File: config.mk
export PLATFORM = sky130hd
export DESIGN_NAME = serial_line_byte_reassembler_flat
export DESIGN_NICKNAME = d
export VERILOG_FILES = /design/src/hw/rtl/srb_pkg.sv /design/src/hw/rtl/srb_if.sv /design/src/hw/rtl/serial_line_byte_reassembler.sv /design/src/hw/rtl/srb_frame_step.sv /design/src/flat_wrapper.sv
export SDC_FILE = /design/constraint.sdc
export NUM_CORES = 1
export LEC_CHECK = 0
export ABC_AREA = 1
export CAP_MARGIN = 0
export CORE_MARGIN = 5
export CORE_UTILIZATION = 50
export CTS_CLUSTER_DIAMETER = 200
export DETAILED_ROUTE_END_ITERATION = 8
export DONT_BUFFER_PORTS = 1
export PLACE_DENSITY = 0.64
export SKIP_LAST_GASP = 1
export SYNTH_ARGS = -nofsm -noshare
export SYNTH_HDL_FRONTEND = slang
export SYNTH_SLANG_ARGS = --single-unit
File: constraint.sdc
create_clock -name clock -period 18.25 [get_ports clock]
set_clock_uncertainty 0.05 [all_clocks]
set_input_delay 0.9125 -clock clock [delete_from_list [all_inputs] [get_ports clock]]
set_output_delay 0.9125 -clock clock [all_outputs]
set_load 0.02 [all_outputs]
File: src/hw/rtl/srb_pkg.sv
// Shared types and constants for the serial line byte reassembler.
// No dependencies; every other file in this block but srb_checker refers to it by scoped names.
`timescale 1ns / 1ps

package srb_pkg;

   // field widths
   localparam int BYTE_W     = 8;
   localparam int CYCLES_W   = 4;
   localparam int BITCNT_W   = 4;
   localparam int CNT_W      = 10;
   localparam int CMP_W      = 13;
   localparam int CSR_IDX_W  = 2;
   // data samples plus the stop sample
   localparam int SAMPLE_SPAN = BYTE_W + 1;

   // register indexes on the csr channel
   localparam logic [CSR_IDX_W-1:0] CSR_BIT_PERIOD  = 2'd0;
   localparam logic [CSR_IDX_W-1:0] CSR_CAPS_CODE   = 2'd1;
   localparam logic [CSR_IDX_W-1:0] CSR_LAYOUT_CODE = 2'd2;

   // register reset values
   localparam logic [BYTE_W-1:0] BIT_PERIOD_RST  = 8'd64;
   localparam logic [BYTE_W-1:0] CAPS_CODE_RST   = 8'o260;
   localparam logic [BYTE_W-1:0] LAYOUT_CODE_RST = 8'o262;

   // frame phase
   typedef enum logic [2:0] {
      PH_IDLE = 3'b001,
      PH_DATA = 3'b010,
      PH_STOP = 3'b100
   } phase_type;

   typedef struct packed {
      logic [BYTE_W-1:0] bit_period;
      logic [BYTE_W-1:0] caps_code;
      logic [BYTE_W-1:0] layout_code;
   } cfg_type;

   typedef struct packed {
      phase_type                phase;
      logic signed [CNT_W-1:0]  counter;
      logic [BITCNT_W-1:0]      bit_count;
      logic [BYTE_W-1:0]        shift_byte;
      logic                     prev_level;
      logic                     caps_state;
      logic                     layout_state;
   } frame_state_type;

endpackage

File: src/hw/rtl/srb_if.sv
// Valid/ready channel interfaces for the serial line byte reassembler:
// line sample requests, received byte responses and register writes. Uses srb_pkg.
`timescale 1ns / 1ps

interface srb_req_if;
   logic                          valid;
   logic                          ready;
   logic                          line_level;
   logic [srb_pkg::CYCLES_W-1:0]  cycles_elapsed;

   modport source (output valid, line_level, cycles_elapsed, input ready);
   modport sink   (input valid, line_level, cycles_elapsed, output ready);
endinterface

interface srb_rsp_if;
   logic                        valid;
   logic                        ready;
   logic [srb_pkg::BYTE_W-1:0]  received_byte;
   logic                        caps_flag;
   logic                        layout_flag;

   modport source (output valid, received_byte, caps_flag, layout_flag, input ready);
   modport sink   (input valid, received_byte, caps_flag, layout_flag, output ready);
endinterface

interface srb_csr_if;
   logic                           valid;
   logic                           ready;
   logic [srb_pkg::CSR_IDX_W-1:0]  reg_index;
   logic [srb_pkg::BYTE_W-1:0]     write_data;

   modport source (output valid, reg_index, write_data, input ready);
   modport sink   (input valid, reg_index, write_data, output ready);
endinterface

File: src/hw/rtl/serial_line_byte_reassembler.sv
// Top level of the serial line byte reassembler: request and response registers,
// configuration registers and frame state. Uses srb_pkg, srb_if and srb_frame_step.
`timescale 1ns / 1ps
//
// Usage
//   req_chan  : one line sample per request: the line level and the machine
//               cycles elapsed since the previous sample.
//   rsp_chan  : one response per byte whose stop sample was high, carrying the
//               byte and both toggle flags after it; other requests give none.
//   csr_chan  : register writes (bit period, caps code, layout code), always
//               ready; write only while no request is in flight.
// Path: a taken request waits in the request register, is evaluated from there,
//   and its response is loaded into the response register as the request advances.
// Throughput: one request per cycle unless a held response stalls it; all samples
//   that fall within one request are resolved in a single pass of the next-state
//   logic between the request register and the state and response registers.
// Reset: synchronous; clears the frame state, the toggle flags and both valid
//   registers, and loads the register reset values.
// Stall: a held response blocks the request register only when that register
//   is full; one request waits there while the response waits to be taken.

module serial_line_byte_reassembler (
   input  logic           clock,
   input  logic           reset,
   srb_req_if.sink        req_chan,
   srb_rsp_if.source      rsp_chan,
   srb_csr_if.sink        csr_chan
);

   srb_pkg::cfg_type                  cfg_ff, cfg_in;
   srb_pkg::frame_state_type          state_ff, state_in, state_next;
   logic                              in_valid_ff, in_valid_in;
   logic                              in_level_ff;
   logic [srb_pkg::CYCLES_W-1:0]      in_cycles_ff;
   logic                              rsp_valid_ff, rsp_valid_in;
   logic [srb_pkg::BYTE_W-1:0]        rsp_byte_ff;
   logic                              rsp_caps_ff;
   logic                              rsp_layout_ff;
   logic                              emit;
   logic                              advance;
   logic                              req_take;

   // handshakes
   assign advance          = in_valid_ff && (!rsp_valid_ff || rsp_chan.ready);
   assign req_chan.ready   = !in_valid_ff || advance;
   assign req_take         = req_chan.valid && req_chan.ready;
   assign csr_chan.ready   = 1'b1;

   assign rsp_chan.valid         = rsp_valid_ff;
   assign rsp_chan.received_byte = rsp_byte_ff;
   assign rsp_chan.caps_flag     = rsp_caps_ff;
   assign rsp_chan.layout_flag   = rsp_layout_ff;

   // register writes
   always_comb begin
      cfg_in = cfg_ff;
      if (csr_chan.valid) begin
         case (csr_chan.reg_index)
            srb_pkg::CSR_BIT_PERIOD:  cfg_in.bit_period  = csr_chan.write_data;
            srb_pkg::CSR_CAPS_CODE:   cfg_in.caps_code   = csr_chan.write_data;
            srb_pkg::CSR_LAYOUT_CODE: cfg_in.layout_code = csr_chan.write_data;
            default:                  cfg_in = cfg_ff;
         endcase
      end
   end

   // sample evaluation
   srb_frame_step u_step (
      .state_in       (state_ff),
      .cfg            (cfg_ff),
      .line_level     (in_level_ff),
      .cycles_elapsed (in_cycles_ff),
      .state_out      (state_next),
      .emit           (emit)
   );

   // next values of the control registers
   always_comb begin
      in_valid_in  = req_take || (in_valid_ff && !advance);
      state_in     = advance ? state_next : state_ff;
      rsp_valid_in = rsp_valid_ff && !rsp_chan.ready;
      if (advance && emit) begin
         rsp_valid_in = 1'b1;
      end
   end

   // control state
   always_ff @(posedge clock) begin
      if (reset) begin
         cfg_ff.bit_period     <= srb_pkg::BIT_PERIOD_RST;
         cfg_ff.caps_code      <= srb_pkg::CAPS_CODE_RST;
         cfg_ff.layout_code    <= srb_pkg::LAYOUT_CODE_RST;
         state_ff.phase        <= srb_pkg::PH_IDLE;
         state_ff.counter      <= '0;
         state_ff.bit_count    <= '0;
         state_ff.shift_byte   <= '0;
         state_ff.prev_level   <= 1'b0;
         state_ff.caps_state   <= 1'b0;
         state_ff.layout_state <= 1'b0;
         in_valid_ff           <= 1'b0;
         rsp_valid_ff          <= 1'b0;
      end else begin
         cfg_ff       <= cfg_in;
         state_ff     <= state_in;
         in_valid_ff  <= in_valid_in;
         rsp_valid_ff <= rsp_valid_in;
      end
   end

   // request and response payload
   always_ff @(posedge clock) begin
      if (req_take) begin
         in_level_ff  <= req_chan.line_level;
         in_cycles_ff <= req_chan.cycles_elapsed;
      end
      if (advance && emit) begin
         rsp_byte_ff   <= state_next.shift_byte;
         rsp_caps_ff   <= state_next.caps_state;
         rsp_layout_ff <= state_next.layout_state;
      end
   end

endmodule

File: src/hw/rtl/srb_frame_step.sv
// Next-state logic for one line sample: start detection, all samples due
// within the elapsed cycles, stop check and toggle flags. Uses srb_pkg.
`timescale 1ns / 1ps

module srb_frame_step (
   input  srb_pkg::frame_state_type           state_in,
   input  srb_pkg::cfg_type                   cfg,
   input  logic                               line_level,
   input  logic [srb_pkg::CYCLES_W-1:0]       cycles_elapsed,
   output srb_pkg::frame_state_type           state_out,
   output logic                               emit
);

   logic signed [srb_pkg::CMP_W-1:0]     left_w;
   logic [srb_pkg::CMP_W-1:0]            period_w;
   logic [srb_pkg::SAMPLE_SPAN-1:0]      due;
   logic [srb_pkg::BITCNT_W-1:0]         due_count;
   logic [srb_pkg::BITCNT_W-1:0]         room;
   logic [srb_pkg::BITCNT_W-1:0]         take;
   logic                                 stop_hit;
   logic [srb_pkg::BITCNT_W:0]           take_end;
   logic [srb_pkg::BYTE_W-1:0]           fill_mask;
   logic [srb_pkg::BYTE_W-1:0]           new_byte;
   logic [srb_pkg::BITCNT_W-1:0]         new_count;

   // counter after this request's cycles, widened for the compares
   assign left_w = srb_pkg::CMP_W'(state_in.counter)
                   - signed'(srb_pkg::CMP_W'(cycles_elapsed));
   assign period_w = srb_pkg::CMP_W'(cfg.bit_period);

   // sample n is due when the counter plus n periods is still not positive
   always_comb begin
      for (int n = 0; n < srb_pkg::SAMPLE_SPAN; n++) begin
         due[n] = (left_w + signed'(srb_pkg::CMP_W'(n) * period_w)) <= 0;
      end
   end

   assign due_count = srb_pkg::BITCNT_W'($countones(due));

   // data bits still open in this frame; none once in stop check
   assign room = (state_in.phase == srb_pkg::PH_DATA)
                 ? srb_pkg::BITCNT_W'(srb_pkg::BYTE_W) - state_in.bit_count
                 : '0;
   assign take     = (due_count < room) ? due_count : room;
   assign stop_hit = due_count > room;

   // data lanes filled by this request's samples
   assign take_end = {1'b0, state_in.bit_count} + {1'b0, take};
   always_comb begin
      for (int i = 0; i < srb_pkg::BYTE_W; i++) begin
         fill_mask[i] = ((srb_pkg::BITCNT_W+1)'(i) >= {1'b0, state_in.bit_count})
                        && ((srb_pkg::BITCNT_W+1)'(i) < take_end);
      end
   end

   assign new_byte  = line_level ? (state_in.shift_byte | fill_mask) : state_in.shift_byte;
   assign new_count = state_in.bit_count + take;

   // phase sequencing
   always_comb begin
      state_out            = state_in;
      state_out.prev_level = line_level;
      emit                 = 1'b0;
      case (state_in.phase)
         srb_pkg::PH_DATA, srb_pkg::PH_STOP: begin
            state_out.counter    = srb_pkg::CNT_W'(left_w
                                   + signed'(srb_pkg::CMP_W'(take) * period_w));
            state_out.bit_count  = new_count;
            state_out.shift_byte = new_byte;
            if (stop_hit) begin
               state_out.phase = srb_pkg::PH_IDLE;
               if (line_level) begin
                  emit = 1'b1;
                  if (new_byte == cfg.caps_code) begin
                     state_out.caps_state = ~state_in.caps_state;
                  end else if (new_byte == cfg.layout_code) begin
                     state_out.layout_state = ~state_in.layout_state;
                  end
               end
            end else if (new_count >= srb_pkg::BITCNT_W'(srb_pkg::BYTE_W)) begin
               state_out.phase = srb_pkg::PH_STOP;
            end else begin
               state_out.phase = srb_pkg::PH_DATA;
            end
         end
         default: begin
            // idle: a falling edge opens a frame, first sample at 1.5 periods
            state_out.phase = srb_pkg::PH_IDLE;
            if (state_in.prev_level && !line_level) begin
               state_out.phase      = srb_pkg::PH_DATA;
               state_out.counter    = srb_pkg::CNT_W'({1'b0, cfg.bit_period}
                                      + {2'b00, cfg.bit_period[srb_pkg::BYTE_W-1:1]});
               state_out.bit_count  = '0;
               state_out.shift_byte = '0;
            end
         end
      endcase
   end

endmodule

File: src/flat_wrapper.sv
// flat-port wrapper written by rule: the top's interface ports become plain ports
module serial_line_byte_reassembler_flat 
  (clock, reset, req_chan_valid, req_chan_line_level, req_chan_cycles_elapsed, req_chan_ready, rsp_chan_valid, rsp_chan_received_byte, rsp_chan_caps_flag, rsp_chan_layout_flag, rsp_chan_ready, csr_chan_valid, csr_chan_reg_index, csr_chan_write_data, csr_chan_ready);
  srb_req_if req_chan_i ();
  srb_rsp_if rsp_chan_i ();
  srb_csr_if csr_chan_i ();
  input  logic clock;
  input  logic reset;
  input wire logic [$bits(req_chan_i.valid)-1:0] req_chan_valid;
  input wire logic [$bits(req_chan_i.line_level)-1:0] req_chan_line_level;
  input wire logic [$bits(req_chan_i.cycles_elapsed)-1:0] req_chan_cycles_elapsed;
  output wire logic [$bits(req_chan_i.ready)-1:0] req_chan_ready;
  output wire logic [$bits(rsp_chan_i.valid)-1:0] rsp_chan_valid;
  output wire logic [$bits(rsp_chan_i.received_byte)-1:0] rsp_chan_received_byte;
  output wire logic [$bits(rsp_chan_i.caps_flag)-1:0] rsp_chan_caps_flag;
  output wire logic [$bits(rsp_chan_i.layout_flag)-1:0] rsp_chan_layout_flag;
  input wire logic [$bits(rsp_chan_i.ready)-1:0] rsp_chan_ready;
  input wire logic [$bits(csr_chan_i.valid)-1:0] csr_chan_valid;
  input wire logic [$bits(csr_chan_i.reg_index)-1:0] csr_chan_reg_index;
  input wire logic [$bits(csr_chan_i.write_data)-1:0] csr_chan_write_data;
  output wire logic [$bits(csr_chan_i.ready)-1:0] csr_chan_ready;
  assign req_chan_i.valid = req_chan_valid;
  assign req_chan_i.line_level = req_chan_line_level;
  assign req_chan_i.cycles_elapsed = req_chan_cycles_elapsed;
  assign req_chan_ready = req_chan_i.ready;
  assign rsp_chan_valid = rsp_chan_i.valid;
  assign rsp_chan_received_byte = rsp_chan_i.received_byte;
  assign rsp_chan_caps_flag = rsp_chan_i.caps_flag;
  assign rsp_chan_layout_flag = rsp_chan_i.layout_flag;
  assign rsp_chan_i.ready = rsp_chan_ready;
  assign csr_chan_i.valid = csr_chan_valid;
  assign csr_chan_i.reg_index = csr_chan_reg_index;
  assign csr_chan_i.write_data = csr_chan_write_data;
  assign csr_chan_ready = csr_chan_i.ready;
  serial_line_byte_reassembler u_core (.clock(clock), .reset(reset), .req_chan(req_chan_i), .rsp_chan(rsp_chan_i), .csr_chan(csr_chan_i));
endmodule
Word level (Yosys, flattened, before mapping)
Index checks and enable logic that the tools add are counted.
{"block": "op_classes", "addsub": 22, "mul": 5, "n_lt_le_gt_ge": 28, "n_eq_ne": 6, "n_mux": 17, "bitwise": 3, "reduce_logical": 29}
{"operator": "11-bit by 12-bit adder with 13-bit output", "n": 4}
{"operator": "13-bit by 1-bit <= comparator with 1-bit output, second input constant", "n": 4}
{"operator": "12-bit by 1-bit <= comparator with 1-bit output, second input constant", "n": 4}
{"operator": "25-bit two-way mux", "n": 1}
{"operator": "11-bit by 11-bit adder with 12-bit output", "n": 2}
{"operator": "24-bit two-way mux", "n": 1}
{"operator": "3-bit by 8-bit multiplier with 11-bit output, first input constant", "n": 2}
{"operator": "3-bit by 5-bit < comparator with 1-bit output, first input constant", "n": 4}
{"operator": "2-bit by 8-bit multiplier with 10-bit output, first input constant", "n": 2}
{"operator": "8-bit == test", "n": 2}
{"operator": "3-bit by 4-bit >= comparator with 1-bit output, first input constant", "n": 4}
{"operator": "1-bit logical AND", "n": 14}
{"operator": "11-bit by 10-bit adder with 12-bit output", "n": 1}
{"operator": "11-bit by 9-bit adder with 12-bit output", "n": 1}
{"operator": "11-bit by 1-bit <= comparator with 1-bit output, second input constant", "n": 1}
{"operator": "10-bit by 5-bit subtractor with 11-bit output", "n": 1}
{"operator": "10-bit adder", "n": 1}
{"operator": "1-bit by 5-bit < comparator with 1-bit output, first input constant", "n": 2}
{"operator": "2-bit by 5-bit < comparator with 1-bit output, first input constant", "n": 2}
{"operator": "4-bit by 8-bit multiplier with 10-bit output", "n": 1}
{"operator": "8-bit by 7-bit adder with 9-bit output", "n": 1}
{"operator": "1-bit by 1-bit adder with 2-bit output", "n": 4}
{"operator": "1-bit by 4-bit >= comparator with 1-bit output, first input constant", "n": 2}
{"operator": "2-bit by 4-bit >= comparator with 1-bit output, first input constant", "n": 2}
{"operator": "other kinds (26)", "n": 47}
{"block": "word_totals", "ff_bits": 69, "inputBits": 20, "output_inout_bits": 13}

Longest topological paths before layout
{"block": "logic_depth", "depth_word": 20, "depth_mapped": 58, "ltp_nobuf": 58}

Cells and area by module
From an unflattened synthesis, not the netlist that was laid out.
{"block": "unflattened", "cells_unflattened": 1552, "area_unflattened_um2": 10191.0}
{"module": "srb_frame_step", "n_inst": 1, "cells_per_inst": 1195, "area_each_um2": 7409.6, "seq_area_each_um2": 0.0}
{"module": "serial_line_byte_reassembler", "n_inst": 1, "cells_per_inst": 357, "area_each_um2": 2781.4, "seq_area_each_um2": 1531.5}

Least setup slack after synthesis
No wires, ideal clock.
{"block": "synth_timing", "path_type": "register to register", "start": "register u_core.in_cycles_ff[0] (netlist bit)", "end": "register u_core.state_ff[23] (netlist bit)", "t_arrival_ps": 9915, "setup_slack_ps": 8215, "path_stages_with_launch": 49, "synth_period_minus_slack_ps": 10035, "cell_sequence": "edfxtp_1 > ha_1 > fa_1 > inv_1 > a21oi_1 > nor2_1 > nor2_2 > xor2_1 > inv_1 > ha_1 > a21oi_1 > o311ai_0 > a21o_1 > nand2_1 > xor2_1 > o21a_1 > fa_1 > inv_1 > (+13 left out) > nand2_1 > fa_1 > fa_1 > fa_1 > inv_1 > ha_1 > a21oi_1 > nand2_1 > nand2_1 > nand2_1 > a21oi_1 > nor2_1 > nor2_1 > nor2_1 > nor2_1 > xor2_1 > nand2_1 > a21oi_1"}
{"block": "synth_between", "elab_chain_cells": 12, "elab_cells_between_ends": 31, "classes_between": "add/sub: 18; mul: 1; order compare: 10; mux: 2"}
{"item": "from (decl)", "line": "serial_line_byte_reassembler.sv:34", "rtl": "logic [srb_pkg::CYCLES_W-1:0] in_cycles_ff;"}
{"item": "from (signal assigned)", "line": "serial_line_byte_reassembler.sv:114", "rtl": "in_cycles_ff <= req_chan.cycles_elapsed;"}
{"item": "10-bit by 5-bit subtractor with 11-bit output (*)", "line": "srb_frame_step.sv:28", "rtl": "- signed'(srb_pkg::CMP_W'(cycles_elapsed));"}
{"item": "11-bit by 12-bit adder with 13-bit output (tied with other cells)", "line": "srb_frame_step.sv:34", "rtl": "due[n] = (left_w + signed'(srb_pkg::CMP_W'(n) * period_w)) <= 0;"}
{"item": "13-bit by 1-bit <= comparator with 1-bit output / 12-bit by 1-bit <= comparator with 1-bit output (equally long branches)", "line": "srb_frame_step.sv:34"}
{"item": "1-bit by 1-bit adder with 2-bit output (not written as such)", "line": "srb_frame_step.sv:38", "rtl": "assign due_count = srb_pkg::BITCNT_W'($countones(due));"}
{"item": "2-bit by 2-bit adder with 3-bit output (not written as such)", "line": "srb_frame_step.sv:38"}
{"item": "3-bit by 3-bit adder with 4-bit output (not written as such)", "line": "srb_frame_step.sv:38"}
{"item": "4-bit by 1-bit adder with 4-bit output (not written as such)", "line": "srb_frame_step.sv:38"}
{"item": "4-bit < comparator", "line": "srb_frame_step.sv:44", "rtl": "assign take = (due_count < room) ? due_count : room;"}
{"item": "4-bit two-way mux", "line": "srb_frame_step.sv:44"}
{"item": "4-bit by 8-bit multiplier with 10-bit output", "line": "srb_frame_step.sv:67", "rtl": "+ signed'(srb_pkg::CMP_W'(take) * period_w));"}
{"item": "10-bit adder (*)", "line": "srb_frame_step.sv:67"}
{"item": "25-bit two-way mux (*)", "line": "srb_frame_step.sv:64", "rtl": "case (state_in.phase)"}
{"item": "to (signal assigned)", "line": "serial_line_byte_reassembler.sv:104", "rtl": "state_ff <= state_in;"}
{"item": "to (decl)", "line": "serial_line_byte_reassembler.sv:31", "rtl": "srb_pkg::frame_state_type state_ff, state_in, state_next;"}
Every way passes the cells marked *; elsewhere a longest branch is shown, timed or not.
A chain may end at the register's enable or synchronous reset.

Worst setup path in the final report
Ends and elaborated chain as after synthesis.

==> metrics.txt <==
layout cell share with drive strength beyond 1=5.68%; HP Class=flop to flop; area grow syn2layout=6.29%; Hold Vio Cnt, Final=0; critical path arrival=11430 ps; Leak=5.29 nW; Syn Nets=1570; initial antenna violation count=0; die width=148 um; clk sinks=69; Final period util=61.4%; layout net count=1575; die area=0.0218 mm2; CP max stage delay=570 ps; Num CTS Buffers=9; MaxCap Viol Count=0; Setup-failing EPs final=0; initial cell density of the core=50.8%; 1st-iter DRT viols=726; number of synthesis warnings=0; cts repair resizes=0; Root Buffer=clkbuf_16; postcts setup bufs=0; pre-CTS setup slack=7180 ps; placed cell area=0.00976 mm2; WHS Path Cells=2; Antenna diodes=0; WS Path Type=flop to flop; # hold bufs at CTS=0; post-layout instance area=0.0101 mm2; Worst Path Max Fanout=8; most used cell, CP=fa_1; RSZ-0062 raised after global routing=no; filler instances=1859; dpl hpwl=20300 um; slowest CP cell=fa_1; worst reg2reg path depth=49; vias=8831; VDD IR max=0.276 mV; ys flop type=dfxtp_1; worst skew pair latency=340 ps; core area=0.0186 mm2; min Tclk post-route=11210 ps; die height=148 um; status=complete, no violations; IO buf count=0; overall power=1.86 mW; post-synth top area share=16.7%; # DRC=0; DRT Pass-1 Iters=6; Seq cells post-synth=69; Worst EP required=18470 ps; Avg Cell Area, Syn=6.85 um2; Antenna Nets Post-Route=0; average wire per cell in the routed design=15.9 um; CTS tree=built; pwr dens=185 mW/mm2; distinct cell type count after synthesis=52; vias in the first global route=8303; H-tree depth=3; gr ovfl total=0; number of synthesized flops with an enable pin=15; synthesized area=0.00946 mm2; Total GRT Usage=23.7%; detailed-route vias per instance=5.43; first-pass GRT wire length=41800 um; Reg clk slew, reported paths=60 ps; Synth area leader=ha_1; Clock Path Buffers=2; row cnt=50; largest net degree at the start of global routing=44; Crit. End Element=flop; Slew Viols, Final=0; Post-Route WL=25800 um; async set or reset register ratio after synthesis=0%; Mapped Cells=1382; type of origin of the critical path=flop; FMAX=0.0892 GHz; Final WS setup=7040 ps; GPL Wtd Cong=0.887; setup tns final=0 ps; Post-Route Utilization=54.0%; worst slew pin tran=963 ps; IO Count=33; Slew headroom=35.7%; dominant cells by area after synthesis=ha_1 17%, nand2_1 12%, dfxtp_1 11%, inv_1 9.3%, fa_1 8.9%; Seq/Total Area, Yosys=16.2%
==> path summary, 6_finish.rpt <==
kind	endpoint	start	slack, ps
worst max-delay path	u_core.state_ff[23]$_SDFFE_PP0P_	u_core.in_cycles_ff[0]$_DFFE_PP_	7040
worst min-delay path	u_core.state_ff[2]$_SDFFE_PP0P_	u_core.state_ff[2]$_SDFFE_PP0P_	420
worst max register to register	u_core.state_ff[23]$_SDFFE_PP0P_	u_core.in_cycles_ff[0]$_DFFE_PP_	7040
worst min register to register	u_core.state_ff[2]$_SDFFE_PP0P_	u_core.state_ff[2]$_SDFFE_PP0P_	420
==> critical path, delay by kind of cell, from the launching register on <==
family          cells  cell delay [ps]
fa+ha+maj          13             5790
compound gates     10             1840
simple gates       15             1360
buf+inv             8              930
xor+xnor            3              820
flops               1              370
==> cell type report <==
class                      count  area (um2)  area share, %
multi-input combinational   1059        6970           69.3
sequential                    69        1530           15.2
inverter                     239         900           8.94
tap                          234         293           2.91
clock buffer                   9         225           2.24
clock inverter                 7        73.8          0.734
timing repair buffer           9        67.6          0.672
==> logic make-up after synthesis <==
| kind of cell | count (synthesis) | synth area share [%] |
|---|---|---|
| AND/OR/NAND/NOR | 588 | 27.8 |
| buffers and inverters | 254 | 10.2 |
| XOR/XNOR | 66 | 6.35 |
| adder cells (fa/ha/maj) | 168 | 25.5 |
| flip-flops | 69 | 16.2 |
| AO/OA/AOI/OAI | 236 | 13.9 |
| other | 1 | 0.0396 |
==> cells in the mapped netlist, types with 5 or more instances <==
cell type	number
o211ai_1	8
nand3_2	5
ha_1	126
a21oi_1	114
xor2_1	40
nand2_2	17
fa_1	42
nor3_1	5
nand3_1	95
nand4_1	20
or2_2	7
nor2_2	5
o21bai_1	7
edfxtp_1	15
o21ai_0	71
nand3b_1	13
a31oi_1	6
clkbuf_1	11
xnor2_1	23
nor2_1	118
a21o_1	10
inv_1	235
dfxtp_1	54
nand2_1	290
==> placed cells by master (no fill, tap or decap), drive strengths merged, types with 2 or more instances in the layout <==
cell	instances
nand2	310
inv	240
ha	126
nor2	123
a21oi	116
nand3	100
o21ai	75
dfxtp	54
xor2	43
fa	42
xnor2	23
nand4	21
edfxtp	15
nand3b	13
a21o	10
clkbuf	9
buf	9
o21bai	9
o211ai	8
or2	8
a31oi	6
nor3	6
nor4	4
clkinv	4
a211oi	3
a221oi	2
==> power breakdown <==
part | internal (mW) | total, mW | switching [mW]
Sequential | 0.163 | 0.170 | 0.00736
Combinational | 0.553 | 1.52 | 0.964
Clock | 0.106 | 0.176 | 0.0697
==> per-layer routing <==
layer	up-vias	share of wire, %	track usage (%)
met5	-	0	0
met4	0	1.4	4.66
met3	29	5.0	3.16
li1	4508	-	-
met2	215	45	38.7
met1	4079	48	33.8
==> state kept, by name (all words and copies together) (netlist names) <==
name and cells:
u_core.cfg_ff 24, u_core.in_cycles_ff 4, u_core.in_level_ff 1, u_core.in_valid_ff 1, u_core.rsp_chan.caps_flag 1, u_core.rsp_chan.layout_flag 1
u_core.rsp_chan.received_byte 8, u_core.rsp_chan.valid 1, u_core.state_ff 28
==> metrics by stage <==
stage	hold slack (ps)	instances
2_1_floorplan	380	1382
3_3_place_gp	390	1610
5_1_grt	452	1626
6_report	421	1626
4_1_cts	424	1626
3_5_place_dp	416	1610
Note: power is estimated with default switching activity, not from simulation.
